## src/hdl/assert_macros.svh

```systemverilog
// ---------------------------------------------------------------------------
// Assertion macros
// Clocked property checks with synchronous reset disable; empty in synthesis.
// ---------------------------------------------------------------------------
`ifndef ASSERT_MACROS_SVH
`define ASSERT_MACROS_SVH
`ifndef SYNTHESIS
`define ASSERT_CLK(name, clk, rst, prop, msg) \
   name: assert property (@(posedge clk) disable iff (rst) prop) else $error(msg);
`define ASSERT_NEVER(name, clk, rst, expr, msg) \
   name: assert property (@(posedge clk) disable iff (rst) !(expr)) else $error(msg);
`else
`define ASSERT_CLK(name, clk, rst, prop, msg)
`define ASSERT_NEVER(name, clk, rst, expr, msg)
`endif
`endif

```

## src/hdl/lrc_pkg.sv

```systemverilog
// ---------------------------------------------------------------------------
// lrc_pkg
// Shared types and constants of the LRC frame receiver.
// ---------------------------------------------------------------------------
`timescale 1ns / 1ps

package lrc_pkg;

   localparam int MAX_PAYLOAD_DEF = 32;

   localparam int BYTE_W  = 8;
   localparam int LEN_W   = 6;
   localparam int CSR_IDX_W = 1;

   localparam logic [CSR_IDX_W-1:0] REG_START_BYTE  = 1'd0;
   localparam logic [CSR_IDX_W-1:0] REG_PAYLOAD_LEN = 1'd1;

   localparam logic STATUS_OK       = 1'b0;
   localparam logic STATUS_MISMATCH = 1'b1;

   typedef enum logic [2:0] {
      ST_HUNT,
      ST_COLLECT,
      ST_READ,
      ST_SHOW_DATA,
      ST_SHOW_ERROR
   } state_type;

   typedef struct packed {
      logic frame_start;
      logic store_byte;
      logic frame_pass;
      logic frame_fail;
      logic rd_advance;
      logic sel_error;
   } ctl_cmd_type;

   typedef struct packed {
      logic start_match;
      logic index_full;
      logic sum_ok;
      logic last_read;
   } ctl_status_type;

endpackage

```

## src/hdl/lrc_if.sv

```systemverilog
// ---------------------------------------------------------------------------
// lrc_req_if / lrc_rsp_if
// Valid/ready channels for received bytes and released frame words.
// ---------------------------------------------------------------------------
`timescale 1ns / 1ps

interface lrc_req_if;
   logic                         valid;
   logic                         ready;
   logic [lrc_pkg::BYTE_W-1:0]   rx_byte;

   modport source (output valid, output rx_byte, input ready);
   modport sink   (input valid, input rx_byte, output ready);
endinterface

interface lrc_rsp_if;
   logic                         valid;
   logic                         ready;
   logic [lrc_pkg::BYTE_W-1:0]   payload_byte;
   logic                         status;
   logic                         last_of_frame;

   modport source (output valid, output payload_byte, output status,
                   output last_of_frame, input ready);
   modport sink   (input valid, input payload_byte, input status,
                   input last_of_frame, output ready);
endinterface

```

## src/hdl/lrc_datapath.sv

```systemverilog
// ---------------------------------------------------------------------------
// lrc_datapath
// Config registers, frame counters, LRC accumulator and frame store.
// ---------------------------------------------------------------------------
`timescale 1ns / 1ps

module lrc_datapath #(
   parameter int MAX_PAYLOAD = lrc_pkg::MAX_PAYLOAD_DEF
) (
   input  logic                            clock,
   input  logic                            reset,
   input  logic                            csr_wen,
   input  logic [lrc_pkg::CSR_IDX_W-1:0]   csr_index,
   input  logic [lrc_pkg::BYTE_W-1:0]      csr_wdata,
   input  logic [lrc_pkg::BYTE_W-1:0]      rx_byte,
   input  lrc_pkg::ctl_cmd_type            cmd,
   output lrc_pkg::ctl_status_type         stat,
   output logic [lrc_pkg::BYTE_W-1:0]      payload_byte,
   output logic                            status,
   output logic                            last_of_frame
);

   localparam int IDX_W = (MAX_PAYLOAD > 1) ? $clog2(MAX_PAYLOAD) : 1;
   localparam int CNT_W = lrc_pkg::LEN_W + 1;
   localparam logic [CNT_W-1:0] MAX_LEN = CNT_W'(MAX_PAYLOAD);

   logic [lrc_pkg::BYTE_W-1:0] start_byte_ff, start_byte_in;
   logic [lrc_pkg::LEN_W-1:0]  payload_len_ff, payload_len_in;
   logic [lrc_pkg::LEN_W-1:0]  byte_index_ff, byte_index_in;
   logic [lrc_pkg::BYTE_W-1:0] running_sum_ff, running_sum_in;
   logic [lrc_pkg::LEN_W-1:0]  rel_count_ff, rel_count_in;
   logic [lrc_pkg::LEN_W-1:0]  rd_ptr_ff, rd_ptr_in;
   logic [lrc_pkg::BYTE_W-1:0] rd_data_ff;
   logic [lrc_pkg::BYTE_W-1:0] frame_store [MAX_PAYLOAD];

   logic [CNT_W-1:0]           eff_len;
   logic [lrc_pkg::BYTE_W-1:0] sum_next;

   always_comb begin
      start_byte_in  = start_byte_ff;
      payload_len_in = payload_len_ff;
      if (csr_wen) begin
         unique case (csr_index)
            lrc_pkg::REG_START_BYTE:  start_byte_in  = csr_wdata;
            lrc_pkg::REG_PAYLOAD_LEN: payload_len_in = csr_wdata[lrc_pkg::LEN_W-1:0];
            default: ;
         endcase
      end
   end

   always_comb begin
      eff_len = {1'b0, payload_len_ff};
      if (eff_len == '0) begin
         eff_len = CNT_W'(1);
      end else if (eff_len > MAX_LEN) begin
         eff_len = MAX_LEN;
      end
   end

   assign sum_next = running_sum_ff + rx_byte;

   always_comb begin
      byte_index_in  = byte_index_ff;
      running_sum_in = running_sum_ff;
      rel_count_in   = rel_count_ff;
      rd_ptr_in      = rd_ptr_ff;
      if (cmd.frame_start) begin
         byte_index_in  = '0;
         running_sum_in = rx_byte;
      end
      if (cmd.store_byte) begin
         byte_index_in  = byte_index_ff + 1'b1;
         running_sum_in = sum_next;
      end
      if (cmd.frame_pass || cmd.frame_fail) begin
         byte_index_in  = '0;
         running_sum_in = '0;
      end
      if (cmd.frame_pass) begin
         rel_count_in = byte_index_ff;
         rd_ptr_in    = '0;
      end
      if (cmd.rd_advance) begin
         rd_ptr_in = rd_ptr_ff + 1'b1;
      end
   end

   always_ff @(posedge clock) begin
      if (reset) begin
         start_byte_ff  <= '0;
         payload_len_ff <= lrc_pkg::LEN_W'(1);
         byte_index_ff  <= '0;
         running_sum_ff <= '0;
      end else begin
         start_byte_ff  <= start_byte_in;
         payload_len_ff <= payload_len_in;
         byte_index_ff  <= byte_index_in;
         running_sum_ff <= running_sum_in;
      end
   end

   always_ff @(posedge clock) begin
      rel_count_ff <= rel_count_in;
      rd_ptr_ff    <= rd_ptr_in;
   end

   always_ff @(posedge clock) begin
      if (cmd.store_byte) begin
         frame_store[byte_index_ff[IDX_W-1:0]] <= rx_byte;
      end
      rd_data_ff <= frame_store[rd_ptr_ff[IDX_W-1:0]];
   end

   assign stat.start_match = (rx_byte == start_byte_ff);
   assign stat.index_full  = ({1'b0, byte_index_ff} >= eff_len);
   assign stat.sum_ok      = (sum_next == '0) && (byte_index_ff != '0);
   assign stat.last_read   = (({1'b0, rd_ptr_ff} + 1'b1) == {1'b0, rel_count_ff});

   assign payload_byte  = cmd.sel_error ? '0 : rd_data_ff;
   assign status        = cmd.sel_error ? lrc_pkg::STATUS_MISMATCH : lrc_pkg::STATUS_OK;
   assign last_of_frame = cmd.sel_error | stat.last_read;

endmodule

```

## src/hdl/lrc_controller.sv

```systemverilog
// ---------------------------------------------------------------------------
// lrc_controller
// Hunt, collect, verify and release sequencing of the frame receiver.
// ---------------------------------------------------------------------------
`timescale 1ns / 1ps
`include "assert_macros.svh"

module lrc_controller (
   input  logic                     clock,
   input  logic                     reset,
   input  logic                     in_valid,
   output logic                     in_ready,
   output logic                     out_valid,
   input  logic                     out_ready,
   input  lrc_pkg::ctl_status_type  stat,
   output lrc_pkg::ctl_cmd_type     cmd
);

   lrc_pkg::state_type state_ff, state_in;
   logic in_acc, out_acc;

   assign in_acc  = in_valid && in_ready;
   assign out_acc = out_valid && out_ready;

   always_ff @(posedge clock) begin
      if (reset) begin
         state_ff <= lrc_pkg::ST_HUNT;
      end else begin
         state_ff <= state_in;
      end
   end

   always_comb begin
      state_in  = state_ff;
      in_ready  = 1'b0;
      out_valid = 1'b0;
      cmd       = '0;
      unique case (state_ff)
         lrc_pkg::ST_HUNT: begin
            in_ready = 1'b1;
            if (in_valid && stat.start_match) begin
               cmd.frame_start = 1'b1;
               state_in        = lrc_pkg::ST_COLLECT;
            end
         end
         lrc_pkg::ST_COLLECT: begin
            in_ready = 1'b1;
            if (in_valid) begin
               if (!stat.index_full) begin
                  cmd.store_byte = 1'b1;
               end else if (stat.sum_ok) begin
                  cmd.frame_pass = 1'b1;
                  state_in       = lrc_pkg::ST_READ;
               end else begin
                  cmd.frame_fail = 1'b1;
                  state_in       = lrc_pkg::ST_SHOW_ERROR;
               end
            end
         end
         lrc_pkg::ST_READ: begin
            state_in = lrc_pkg::ST_SHOW_DATA;
         end
         lrc_pkg::ST_SHOW_DATA: begin
            out_valid = 1'b1;
            if (out_ready) begin
               if (stat.last_read) begin
                  state_in = lrc_pkg::ST_HUNT;
               end else begin
                  cmd.rd_advance = 1'b1;
                  state_in       = lrc_pkg::ST_READ;
               end
            end
         end
         lrc_pkg::ST_SHOW_ERROR: begin
            out_valid     = 1'b1;
            cmd.sel_error = 1'b1;
            if (out_ready) begin
               state_in = lrc_pkg::ST_HUNT;
            end
         end
         default: begin
            state_in = lrc_pkg::ST_HUNT;
         end
      endcase
   end

   `ASSERT_NEVER(a_no_overlap, clock, reset, in_ready && out_valid, "input and output both open")
   `ASSERT_CLK(a_read_then_show, clock, reset, (state_ff == lrc_pkg::ST_READ) |=> (state_ff == lrc_pkg::ST_SHOW_DATA), "read not followed by show")
   `ASSERT_CLK(a_last_to_hunt, clock, reset, (out_acc && (state_ff == lrc_pkg::ST_SHOW_DATA) && stat.last_read) |=> (state_ff == lrc_pkg::ST_HUNT), "frame end did not return to hunt")
   `ASSERT_CLK(a_fail_to_error, clock, reset, (in_acc && cmd.frame_fail) |=> (state_ff == lrc_pkg::ST_SHOW_ERROR), "mismatch did not raise error word")

endmodule

```

## src/hdl/lrc_frame_receiver.sv

```systemverilog
// A verified frame's first word is shown once the controller has moved from ST_READ, where
// the frame store's registered read port is loaded, to ST_SHOW_DATA; an error word appears
// in the cycle after the checksum byte is taken. Each payload word goes through ST_READ and
// ST_SHOW_DATA. Bytes are taken one per cycle in hunt/collect, none during release.
// Reset (synchronous, active high) returns to hunting, start_byte 0, payload_len 1.
// ---------------------------------------------------------------------------
// lrc_frame_receiver
// Start-byte framed receiver with LRC check and payload release.
// ---------------------------------------------------------------------------
`timescale 1ns / 1ps

module lrc_frame_receiver #(
   parameter int MAX_PAYLOAD = lrc_pkg::MAX_PAYLOAD_DEF
) (
   input  logic                            clock,
   input  logic                            reset,
   input  logic                            csr_wen,
   input  logic [lrc_pkg::CSR_IDX_W-1:0]   csr_index,
   input  logic [lrc_pkg::BYTE_W-1:0]      csr_wdata,
   lrc_req_if.sink                         req_chan,
   lrc_rsp_if.source                       rsp_chan
);

   lrc_pkg::ctl_cmd_type    cmd;
   lrc_pkg::ctl_status_type stat;

   lrc_controller u_ctl (
      .clock     (clock),
      .reset     (reset),
      .in_valid  (req_chan.valid),
      .in_ready  (req_chan.ready),
      .out_valid (rsp_chan.valid),
      .out_ready (rsp_chan.ready),
      .stat      (stat),
      .cmd       (cmd)
   );

   lrc_datapath #(
      .MAX_PAYLOAD (MAX_PAYLOAD)
   ) u_dp (
      .clock         (clock),
      .reset         (reset),
      .csr_wen       (csr_wen),
      .csr_index     (csr_index),
      .csr_wdata     (csr_wdata),
      .rx_byte       (req_chan.rx_byte),
      .cmd           (cmd),
      .stat          (stat),
      .payload_byte  (rsp_chan.payload_byte),
      .status        (rsp_chan.status),
      .last_of_frame (rsp_chan.last_of_frame)
   );

endmodule

```

## src/flat_wrapper.sv

```systemverilog
// flat-port wrapper written by rule: the top's interface ports become plain ports
module lrc_frame_receiver_flat 
#(
   parameter int MAX_PAYLOAD = lrc_pkg::MAX_PAYLOAD_DEF
)
  (clock, reset, csr_wen, csr_index, csr_wdata, req_chan_valid, req_chan_rx_byte, req_chan_ready, rsp_chan_valid, rsp_chan_payload_byte, rsp_chan_status, rsp_chan_last_of_frame, rsp_chan_ready);
  lrc_req_if req_chan_i ();
  lrc_rsp_if rsp_chan_i ();
  input  logic clock;
  input  logic reset;
  input  logic csr_wen;
  input  logic [lrc_pkg::CSR_IDX_W-1:0] csr_index;
  input  logic [lrc_pkg::BYTE_W-1:0] csr_wdata;
  input wire logic [$bits(req_chan_i.valid)-1:0] req_chan_valid;
  input wire logic [$bits(req_chan_i.rx_byte)-1:0] req_chan_rx_byte;
  output wire logic [$bits(req_chan_i.ready)-1:0] req_chan_ready;
  output wire logic [$bits(rsp_chan_i.valid)-1:0] rsp_chan_valid;
  output wire logic [$bits(rsp_chan_i.payload_byte)-1:0] rsp_chan_payload_byte;
  output wire logic [$bits(rsp_chan_i.status)-1:0] rsp_chan_status;
  output wire logic [$bits(rsp_chan_i.last_of_frame)-1:0] rsp_chan_last_of_frame;
  input wire logic [$bits(rsp_chan_i.ready)-1:0] rsp_chan_ready;
  assign req_chan_i.valid = req_chan_valid;
  assign req_chan_i.rx_byte = req_chan_rx_byte;
  assign req_chan_ready = req_chan_i.ready;
  assign rsp_chan_valid = rsp_chan_i.valid;
  assign rsp_chan_payload_byte = rsp_chan_i.payload_byte;
  assign rsp_chan_status = rsp_chan_i.status;
  assign rsp_chan_last_of_frame = rsp_chan_i.last_of_frame;
  assign rsp_chan_i.ready = rsp_chan_ready;
  lrc_frame_receiver #(.MAX_PAYLOAD(MAX_PAYLOAD)) u_core (.clock(clock), .reset(reset), .csr_wen(csr_wen), .csr_index(csr_index), .csr_wdata(csr_wdata), .req_chan(req_chan_i), .rsp_chan(rsp_chan_i));
endmodule
```

## config.mk

```make
export PLATFORM = sky130hd
export DESIGN_NAME = lrc_frame_receiver_flat
export DESIGN_NICKNAME = d
export VERILOG_FILES = /design/src/hdl/lrc_pkg.sv /design/src/hdl/lrc_if.sv /design/src/hdl/lrc_datapath.sv /design/src/hdl/lrc_controller.sv /design/src/hdl/lrc_frame_receiver.sv /design/src/flat_wrapper.sv
export VERILOG_INCLUDE_DIRS = /design/src /design/src/hdl
export SDC_FILE = /design/constraint.sdc
export NUM_CORES = 1
export LEC_CHECK = 0
export BUFFER_PORTS_ARGS = -buffer_cell sky130_fd_sc_hd__buf_4
export CAP_MARGIN = 20
export CORE_MARGIN = 1
export CORE_UTILIZATION = 50
export CTS_CLUSTER_SIZE = 25
export DETAILED_ROUTE_END_ITERATION = 8
export GPL_TIMING_DRIVEN = 1
export PLACE_DENSITY = 0.66
export REMOVE_ABC_BUFFERS = 1
export SYNTH_ARGS = -nofsm -noshare
export SYNTH_HDL_FRONTEND = slang
export SYNTH_HIERARCHICAL = 1
export SYNTH_SLANG_ARGS = --single-unit
```

## constraint.sdc

```tcl
create_clock -name clock -period 7.1 [get_ports clock]
set_input_delay 0.71 -clock clock [delete_from_list [all_inputs] [get_ports clock]]
set_output_delay 0.71 -clock clock [all_outputs]
set_load 0.01 [all_outputs]
```

==> results by group <==
Yosys
  • Mux contribution to synthesized area: 15.6%
  • Largest family of logic cells by synthesized area: multiplexers
  • Post-synthesis sequential area ratio: 69.8%
  • Post-Syn Area per Cell: 17.8 um^2
  • Yosys top cell area share: 63.7%
  • Ys async rst share: 0%
  • Post-synth top area cell: edfxtp_1
  • Mapped Cells: 710
  • Mapped Area: 12600 um^2
  • Synth Area in XOR/XNOR: 1.84%
  • Simple-gate portion of the synthesized area: 5.84%
  • Dominant cells by area after synthesis: edfxtp_1 64%, mux4_2 14%, dfxtp_1 6.2%
  • #FFs+latches synth: 307
  • Adder-cell share of the synthesized area: 1.94%
  • Top FF cell, synth: edfxtp_1
  • Number of synthesized flops with an enable pin: 268
  • Synth warn: 6
  • Yosys cell types: 49
  • Synth Area in Compound Gates: 3.31%

Route
  • Via/cell ratio: 6.05
  • Iteration-0 DRC Markers: 658
  • Routed Antenna Nets: 0
  • DRC: 0
  • Routed WL per cell: 24.6 um
  • Detailed Route WL: 26900 um
  • DR pass1 iterations: 4
  • DR vias: 6629

Clock network
  • Sink Count: 307
  • Setup Buffers After CTS: 0
  • CTS Hold Bufs: 0
  • CTS Buf Count: 31
  • Clock buffer depth: 3
  • Clk pin slew, worst setup/hold paths: 0.06 ns
  • CTS tree: done
  • Cts repair resizes: 0
  • Clock latency on the worst-skew pair: 0.56 ns
  • H-tree levels: 1
  • Root Buffer: clkbuf_16

STA
  • Max Clock Freq: 227 MHz
  • RSZ-0062 raised after global routing: false
  • Rel. slew slack: 31.5%
  • Final Setup Violations: 0
  • Setup TNS: 0 ns
  • Hold slack: 0.413 ns
  • Crit share post-route: 62.1%
  • Count of pins over their slew limit: 0
  • Actual slew at the worst max-slew pin: 1.02 ns
  • Final Hold Fails: 0
  • Clk_skew: 0.0384 ns
  • Fin crit period: 4.41 ns

Placement
  • Placer congestion estimate: 0.803
  • IO buf count: 33
  • Post-DP HPWL: 16500 um
  • Post-Place Cells: 1037

Power and ir drop
  • Sw Share: 19.6%
  • Switching power of the nets: 0.705 mW
  • Total power divided by cell area: 254 nW/um^2
  • Clock power frac: 43.4%
  • Worst VDD drop: 0.000137 V
  • Internal power: 2.89 mW
  • LEAKAGE: 4.61 nW
  • Reg power frac: 54.6%
  • Comb pwr share: 2.0%

Floorplan
  • Die Y: 161 um
  • IO Pins: 34
  • Core area: 24500 um^2
  • Starting Density: 51.5%
  • Die ar.: 25900 um^2
  • DIE WIDTH: 161 um
  • Row Count: 57

Global routing
  • Largest net degree at the start of global routing: 65
  • All-layer global routing usage: 21.4%
  • Antenna violations before repair: 0
  • Via count of the first global-routing pass: 6536
  • Total grt overflow: 0
  • First-pass GRT wire length: 41000 um

Outcome
  • Status: completed

Critical path
  • Worst setup SP type: flip-flop
  • Critical Path AT: 4.56 ns
  • Worst Setup End Kind: flip-flop
  • Crit Path Class: reg2reg
  • WP data required: 7.25 ns
  • Critical path peak fanout: 23

Finish
  • Most frequent cells in the layout: 268 x edfxtp_1, 80 x mux4_2, 56 x nor2_1
  • Area grow syn2layout: 11.9%
  • # nets final: 787
  • Finished Core Util: 57.7%
  • Most common cell after layout, fill and taps aside: edfxtp_1
  • Non-Filler Instances: 1095
  • # diodes: 0
  • Fraction of layout cells with a size suffix above 1: 23.5%

Run
  • Max-cap violations: 0

Hold path
  • HP Class: in2reg
## final cells by class
| class | count | area [um^2] |
|---|---|---|
| tap | 324 | 405 |
| clock inverter | 16 | 143 |
| timing repair buffer | 38 | 285 |
| multi-input combinational | 360 | 3610 |
| sequential | 307 | 8830 |
| clock buffer | 42 | 847 |
| fill | 1844 | 10400 |
| inverter | 8 | 30.0 |
## cells in the mapped netlist (3+ instances only)
cell type	n
nand2_1	39
o21bai_1	3
mux4_2	80
edfxtp_1	268
xor2_1	10
buf_1	5
a211oi_1	13
clkbuf_1	21
xnor2_1	14
mux2i_1	8
nand3b_1	3
ha_1	18
mux2_2	8
buf_2	3
nor3_1	3
nor2b_1	17
buf_6	5
nor4_1	3
and2_1	3
inv_1	7
a21oi_1	27
nand4_1	4
a21o_1	5
nand3_1	10
nor2_1	56
nand2b_1	5
dfxtp_1	39
o21ai_0	6
## path summary, 6_finish.rpt
check | start | endpoint | slack (ns) | depth (start not counted)
worst max-delay path | u_core/u_dp/payload_len_ff[1] | u_core/u_dp/frame_store[15][1] | 2.69 | 12
worst min-delay path | csr_wdata[5] | u_core/u_dp/start_byte_ff[5] | 0.41 | 3
worst max register to register | u_core/u_dp/payload_len_ff[1] | u_core/u_dp/frame_store[15][1] | 2.69 | 12
worst min register to register | u_core/u_dp/payload_len_ff[2] | u_core/u_dp/payload_len_ff[2] | 0.48 | 2
## state kept, by name, indices dropped and copies added (netlist names)
register / count
u_core/u_dp/rel_count_ff: 6
u_core/u_dp/running_sum_ff: 8
u_core/u_dp/rd_data_ff: 8
u_core/u_dp/payload_len_ff: 6
u_core/u_ctl/state_ff: 3
u_core/u_dp/rd_ptr_ff: 6
u_core/u_dp/start_byte_ff: 8
u_core/u_dp/frame_store: 256
u_core/u_dp/byte_index_ff: 6
## critical path, stage by stage, from the launching register on
cell and delay (ns):
dfxtp_1 0.33, nor4_1 0.28, nor2_1 0.07, nor2_1 0.10, ha_1 0.23, nand2b_1 0.14, a21o_1 0.17, a21o_1 0.16
a21oi_1 0.13, o21ai_0 0.15, and4b_1 0.78, nand2_1 0.58, nor2_1 0.87
## kinds of logic after synthesis
group | after synthesis
AO/OA/AOI/OAI | 65
XOR/XNOR | 25
adder cells (fa/ha/maj) | 19
buffers and inverters | 43
flip-flops | 307
multiplexers | 96
AND/OR/NAND/NOR | 155
## metal layers
layer	track usage [%]	vias to the layer above	part of all wire [%]
met3	3.52	39	7.8
met5	0	-	0
met2	31.8	296	45
met4	5.62	0	2.2
li1	-	2891	-
met1	33.1	3403	45
## through the flow
| step | power, mW | instance area (um^2) | worst slack [ns] |
|---|---|---|---|
| global route | 3.71 | 14100 | 2.29 |
| finish | 3.60 | 14100 | 2.69 |
| CTS | 3.63 | 14100 | 2.68 |
| floorplan | 2.03 | 12500 | 2.38 |
| global placement | 2.07 | 13200 | 2.85 |
| detailed placement | 2.08 | 13200 | 2.73 |
## power by group through the flow
stage | Sequential [mW] | Clock (mW) | Combinational, mW
3_3_place_gp | 2.00 | 0 | 0.0699
6_report | 1.96 | 1.56 | 0.0710
2_1_floorplan | 2.00 | 0 | 0.0234
4_1_cts | 1.96 | 1.59 | 0.0724
3_5_place_dp | 2.00 | 0 | 0.0724
5_1_grt | 1.96 | 1.67 | 0.0790
Note: power is estimated with default switching activity, not from simulation.
